### config.mk
export PLATFORM = sky130hd
export DESIGN_NAME = rsi_judge
export DESIGN_NICKNAME = d
export VERILOG_FILES = /design/src/rtl/rsi_pkg.sv /design/src/rtl/rsi_judge.sv
export SDC_FILE = /design/constraint.sdc
export NUM_CORES = 2
export LEC_CHECK = 0
export ABC_AREA = 1
export BUFFER_PORTS_ARGS = -buffer_cell sky130_fd_sc_hd__clkbuf_2
export CAP_MARGIN = 20
export CORE_ASPECT_RATIO = 1.1
export CORE_MARGIN = 2
export CORE_UTILIZATION = 44
export DETAILED_ROUTE_END_ITERATION = 12
export HOLD_SLACK_MARGIN = 0.1
export PLACE_DENSITY = 0.68
export SLEW_MARGIN = 20
export SYNTH_ARGS = -nofsm -noshare
export SYNTH_HDL_FRONTEND = slang
export SYNTH_SLANG_ARGS = --single-unit
### constraint.sdc
create_clock -name clk -period 7.5 [get_ports clk]
set_clock_uncertainty 0.05 [all_clocks]
set_input_delay 1.5 -clock clk [delete_from_list [all_inputs] [get_ports clk]]
set_output_delay 1.5 -clock clk [all_outputs]
set_load 0.005 [all_outputs]
### src/rtl/rsi_pkg.sv
`timescale 1ns / 1ps
// ----------------------------------------------------------------------------
// RSI threshold signal package
// Shared sizes, register indexes, threshold defaults and datapath types.
// ----------------------------------------------------------------------------
package rsi_pkg;

  localparam int WINDOW_MAX = 64;
  localparam int PRICE_BITS = 32;

  localparam int IDX_W  = $clog2(WINDOW_MAX);
  localparam int CNT_W  = $clog2(WINDOW_MAX + 2);
  localparam int DIFF_W = PRICE_BITS + 1;
  localparam int SUM_W  = PRICE_BITS + IDX_W;
  localparam int DEN_W  = SUM_W + 1;
  localparam int WL_W   = 7;
  localparam int THR_W  = 15;
  localparam int PROD_W = DEN_W + THR_W;

  localparam logic [WL_W-1:0]  DEFAULT_WINDOW = 7'd14;
  localparam logic [THR_W-1:0] DEFAULT_LOW    = 15'd7680;
  localparam logic [THR_W-1:0] DEFAULT_HIGH   = 15'd17920;
  localparam logic [THR_W-1:0] FULL_SCALE     = 15'd25600;

  localparam logic [1:0] SIG_NONE = 2'b00;
  localparam logic [1:0] SIG_BUY  = 2'b01;
  localparam logic [1:0] SIG_SELL = 2'b11;
  localparam logic [3:0] MARKER_OFF = 4'd0;
  localparam logic [3:0] MARKER_ON  = 4'd10;

  localparam logic [1:0] REG_WINDOW = 2'd0;
  localparam logic [1:0] REG_LOW    = 2'd1;
  localparam logic [1:0] REG_HIGH   = 2'd2;

  // Gain and loss magnitudes of one price difference.
  typedef struct packed {
    logic [PRICE_BITS-1:0] gain;
    logic [PRICE_BITS-1:0] loss;
  } mag_t;

  // Gain and loss sums over a run of differences.
  typedef struct packed {
    logic [SUM_W-1:0] gain;
    logic [SUM_W-1:0] loss;
  } pair_t;

  // Load enables of the sum, ratio and multiply stages.
  typedef struct packed {
    logic s3_en;
    logic s4_en;
    logic s5_en;
  } pipe_ctrl_t;

endpackage

### src/rtl/rsi_judge.sv
`timescale 1ns / 1ps
// ----------------------------------------------------------------------------
// RSI judge
// Forms up and down sums, cross-multiplies with the thresholds and compares.
// ----------------------------------------------------------------------------
module rsi_judge (
  input  logic                      clk,
  input  rsi_pkg::pipe_ctrl_t        ctrl,
  input  rsi_pkg::pair_t             prefix_in,
  input  rsi_pkg::pair_t             pad_in,
  input  logic                      short_in,
  input  logic [rsi_pkg::THR_W-1:0] low_thr,
  input  logic [rsi_pkg::THR_W-1:0] high_thr,
  output logic [1:0]                sig_o
);

  logic [rsi_pkg::SUM_W-1:0]  up_r, dn_r;
  logic [rsi_pkg::DEN_W-1:0]  num_r, den_r;
  logic [rsi_pkg::PROD_W-1:0] lhs_r, rlo_r, rhi_r;
  logic                       s3_short_r, s4_short_r, s5_short_r;

  always_ff @(posedge clk) begin
    if (ctrl.s3_en) begin
      up_r       <= prefix_in.gain + pad_in.gain;
      dn_r       <= prefix_in.loss + pad_in.loss;
      s3_short_r <= short_in;
    end
    if (ctrl.s4_en) begin
      // With no losses the ratio is taken as exactly one.
      if (dn_r == '0) begin
        num_r <= rsi_pkg::DEN_W'(1);
        den_r <= rsi_pkg::DEN_W'(1);
      end else begin
        num_r <= rsi_pkg::DEN_W'(up_r);
        den_r <= rsi_pkg::DEN_W'(up_r) + rsi_pkg::DEN_W'(dn_r);
      end
      s4_short_r <= s3_short_r;
    end
    if (ctrl.s5_en) begin
      lhs_r      <= rsi_pkg::PROD_W'(num_r) * rsi_pkg::PROD_W'(rsi_pkg::FULL_SCALE);
      rlo_r      <= rsi_pkg::PROD_W'(den_r) * rsi_pkg::PROD_W'(low_thr);
      rhi_r      <= rsi_pkg::PROD_W'(den_r) * rsi_pkg::PROD_W'(high_thr);
      s5_short_r <= s4_short_r;
    end
  end

  always_comb begin
    if (s5_short_r) begin
      sig_o = rsi_pkg::SIG_NONE;
    end else if (lhs_r < rlo_r) begin
      sig_o = rsi_pkg::SIG_BUY;
    end else if (lhs_r > rhi_r) begin
      sig_o = rsi_pkg::SIG_SELL;
    end else begin
      sig_o = rsi_pkg::SIG_NONE;
    end
  end

endmodule

; ---- Word level (Yosys, flattened, before mapping)
; Index checks and enable logic that the tools add are counted.
[op_classes]
n_addsub = 3
n_mul = 3
n_lt_le_gt_ge = 2
n_mux = 3
n_reduce_logical = 1
[ops]
columns = cell, count
row1 = $mul A39 B15 Y54, 2
row2 = $add A38 B38 Y38, 2
row3 = $gt A54 B54 Y1, 1
row4 = $lt A54 B54 Y1, 1
row5 = $mul A39 B5 Y44 const B, 1
row6 = $add A38 B38 Y39, 1
row7 = $logic_not A38 Y1, 1
row8 = $mux W2, 3
[totals]
ff_bits = 309
in_bits = 187
output_inout_bits = 2
word_cells = 23

; ---- Longest topological paths before layout
[logic_depth]
ltp_word = 4
ltp_mapped = 28
depth_no_buf = 27

; ---- Worst setup path after synthesis
; OpenSTA, ideal clock, no wires.
[synth_path]
path_kind = in2reg
start = input high_thr[3] (netlist name)
end = register rhi_r[48] (netlist name) (data pin)
setup_time_ps = 253
arrival_time_ps = 6453
required_ps = 7197
path_slack_ps = 744
cell_stages = 24
n_path_buf = 2
cell_sequence = clkbuf_1 > clkbuf_1 > nand2_1 > fa_1 > inv_1 > fa_1 > fa_1 > inv_1 > fa_1 > inv_1 > fa_1 > inv_1 > fa_1 > inv_1 > ha_1 > nand2_1 > nor2_1 > inv_1 > nor2_1 > nand2_1 > nor3_1 > nand2_1 > nand4_1 > nand2_1
[synth_between]
elab_chain_cells = 1
[synth_lines]
columns = item, line
row1 = start: declaration, rsi_judge.sv:13  ; input logic [rsi_pkg::THR_W-1:0] high_thr,
row2 = $mul A39 B15 Y54, rsi_judge.sv:42  ; rhi_r <= rsi_pkg::PROD_W'(den_r) * rsi_pkg::PROD_W'(high_thr);
row3 = end signal: assignment, rsi_judge.sv:42
row4 = end: declaration, rsi_judge.sv:19  ; logic [rsi_pkg::PROD_W-1:0] lhs_r, rlo_r, rhi_r;
; Every way passes these cells.
; A chain may end at the register's enable or synchronous reset.

; ---- Worst setup path after layout
[layout_path]
start = input low_thr[10] (netlist name)
end = register rlo_r[34] (netlist name) (data pin)
[layout_between]
elab_chain_cells = 1
[layout_lines]
columns = item, line
row1 = start: declaration, rsi_judge.sv:12  ; input logic [rsi_pkg::THR_W-1:0] low_thr,
row2 = $mul A39 B15 Y54, rsi_judge.sv:41  ; rlo_r <= rsi_pkg::PROD_W'(den_r) * rsi_pkg::PROD_W'(low_thr);
row3 = end signal: assignment, rsi_judge.sv:41
row4 = end: declaration, rsi_judge.sv:19
; Every way passes these cells.

==> key figures <==
Logic synthesis
  – Post-Syn Area: 64,440 sq um
  – Synth warn: 0
  – Asr flop ratio synth: 0%
  – Ranking of synthesized cells by area: fa_1 31%, nand2_1 16%, edfxtp_1 14%
  – Synth top area share: 30.88%
  – Syn_nets: 10,520
  – Register bit total from synthesis: 308
  – Synth unique cells: 39
  – EDFF count, synth: 308
  – Post-synthesis sequential area ratio: 14.35%
  – Top FF cell, synth: edfxtp_1
  – Syn Area/Cell: 7.337 sq um
  – Post-synthesis cell count: 8,783
  – Yosys top cell by area: fa_1

Drt
  – Pre-Repair DR Iteration Count: 8
  – DR DRC count: 0
  – Total routed wirelength: 193,700 microns
  – Initial DRC Count: 3,627
  – DR vias/cell: 4.987
  – Final ANT Viol Nets: 0
  – Post-DR wirelength/cell: 17.73 microns
  – Vias: 54,490

STA
  – Slew HR: 27.18%
  – Tmin final: 7016 ps
  – # setup viols final: 0
  – Total negative slack: 0 ps
  – Final Hold Fails: 0
  – Worst Tran Pin Value: 1092 ps
  – Final Slew Violations: 0
  – Fin worst setup slack: 483.6 ps
  – RSZ-0062 raised after global routing: no
  – Final period util: 93.55%
  – Max Freq: 142.5 MHz

Status
  – Run status: finished clean

Worst setup path
  – Worst reg-to-reg path cell count: 21
  – Critical path class: input pin to register
  – CP Data Required Time: 7760 ps
  – Largest fanout on the critical path: 14
  – Crit path capture: rlo_r[34]
  – Reg2Reg Setup Slack: 770 ps
  – CP Data Arrival Time: 7280 ps
  – Kind of end point of the critical path: register
  – Crit path launch: low_thr[10]
  – Reg2reg start: den_r[14]
  – FF-to-FF End: rlo_r[34]
  – CP Launch Type: input pin

Placed design
  – Placed Instances: 10,850
  – Pre-CTS setup slack: -17.18 ps
  – Routability cong.: 0.9681
  – IO buf count: 188
  – Post-DP HPWL: 163,600 microns

Global routing
  – Largest net degree at the start of global routing: 84
  – Vias in the first global route: 56,630
  – Total GRT Usage: 26.30%
  – GRT overflow: 0
  – First-pass GRT wire length: 307,000 microns
  – Initial antenna violation count: 6

Clock network
  – CTS H-tree lvls: 2
  – Post-CTS sizing: 0
  – Skew-Pair Late Insertion Delay: 580 ps
  – TritonCTS Buffers: 39
  – Post-CTS Setup Repair Bufs: 0
  – Clk pin slew, worst setup/hold paths: 70 ps
  – CTS tree: built
  – Sink Count: 308
  – Hold buffers post-CTS: 0
  – Root Driver: clkbuf_16
  – Maximum clock insertion buffer count: 3

Final layout
  – Layout Area Growth over Synthesis: 8.563%
  – Most frequent cells in the layout: 2,690 x nand2_1, 2,381 x inv_1, 994 x fa_1, 556 x ha_1, 535 x nor2_1
  – Final Non-Filler Cells: 10,930
  – Commonest non-fill, non-tap cell in the layout: nand2_1
  – Final nets: 10,690
  – Share of cells above drive strength 1: 5.441%
  – Filler cells: 14,520

Die
  – Floorplan Core Area: 145,700 sq um
  – Height of the die: 405.4 microns
  – Starting Density: 44.23%
  – # rows: 147
  – Total die area: 149,500 sq um
  – Number of top-level pins: 189
  – Die width: 368.9 microns

Hold path
  – Min-delay worst type: register to register

Job
  – Max cap viols: 0
-- metrics by stage --
step	util (%)	area, sq um	hold slack (ps)
6_report	48.02	69950	363.4
5_1_grt	48.02	69950	379.6
4_1_cts	48.02	69950	364.9
3_5_place_dp	47.12	68640	362.6
3_3_place_gp	47.12	68640	359.8
2_1_floorplan	-	64440	350.3
-- area by class of cell --
cell class              instances  area (sq um)  share of cell area [%]
multi-input cells            5849         45300                   64.75
flip-flops and latches        308          9249                   13.22
inverters                    2381          8937                   12.78
repair buffers                377          2734                   3.908
well taps                    1937          2424                   3.464
clock buffers                  41          1005                   1.436
clock inverters                31         302.8                  0.4328
diodes                          2         5.005                0.007154
-- synthesized netlist by cell type (39+ instances only) --
master and n:
a21oi_1 333, clkbuf_1 212, edfxtp_1 308, fa_1 994
ha_1 556, inv_1 2381, nand2_1 2690, nand3_1 221
nand4_1 39, nor2_1 536, o21ai_0 133, xor2_1 113
-- worst max-delay path, stage by stage --
cell      delay [ps]
clkbuf_2         280
buf_4            290
buf_4            170
nand2_1           60
inv_1             50
fa_1             500
inv_1             50
fa_1             540
inv_1             60
fa_1             400
fa_1             520
fa_1             510
inv_1             50
fa_1             480
inv_1             50
ha_1             380
nand2_1          130
nor2_1           250
inv_1            110
nor2_1           110
nor2_1            50
nand2_1          170
nand2_1           70
nand2_1           80
xor2_1           400
-- sequential cells by signal, summed over array words and instances (netlist names) --
name / count
rhi_r: 54
rlo_r: 54
lhs_r: 44
den_r: 39
dn_r: 38
num_r: 38
up_r: 38
s3_short_r: 1
s4_short_r: 1
s5_short_r: 1
-- cells by family after synthesis --
kind of cell / count (synthesis) / synth area share [%]
simple gates: 3609 / 22.13
buf+inv: 2626 / 15.36
fa+ha+maj: 1550 / 41.68
compound gates: 551 / 4.592
flops: 308 / 14.35
xor+xnor: 139 / 1.889
-- worst min path at each step --
stage	from	end	slack, ps	cells after the start
after global routing	s3_short_r	s4_short_r	380	0
after detailed placement	s3_short_r	s4_short_r	360	0
after CTS	s3_short_r	s4_short_r	360	0
after floorplan	s3_short_r	s4_short_r	350	0
after global placement	s3_short_r	s4_short_r	360	0
final	s3_short_r	s4_short_r	360	0
-- per-layer routing --
layer / wire length, microns / track usage, %
met1: 75830 / 31.68
met2: 97850 / 47.41
met3: 10500 / 2.697
met4: 9534 / 11.52
met5: 22 / 0
Power is not shown: default switching activity piles up to over one toggle a cycle in this logic, so the estimate is an artifact.
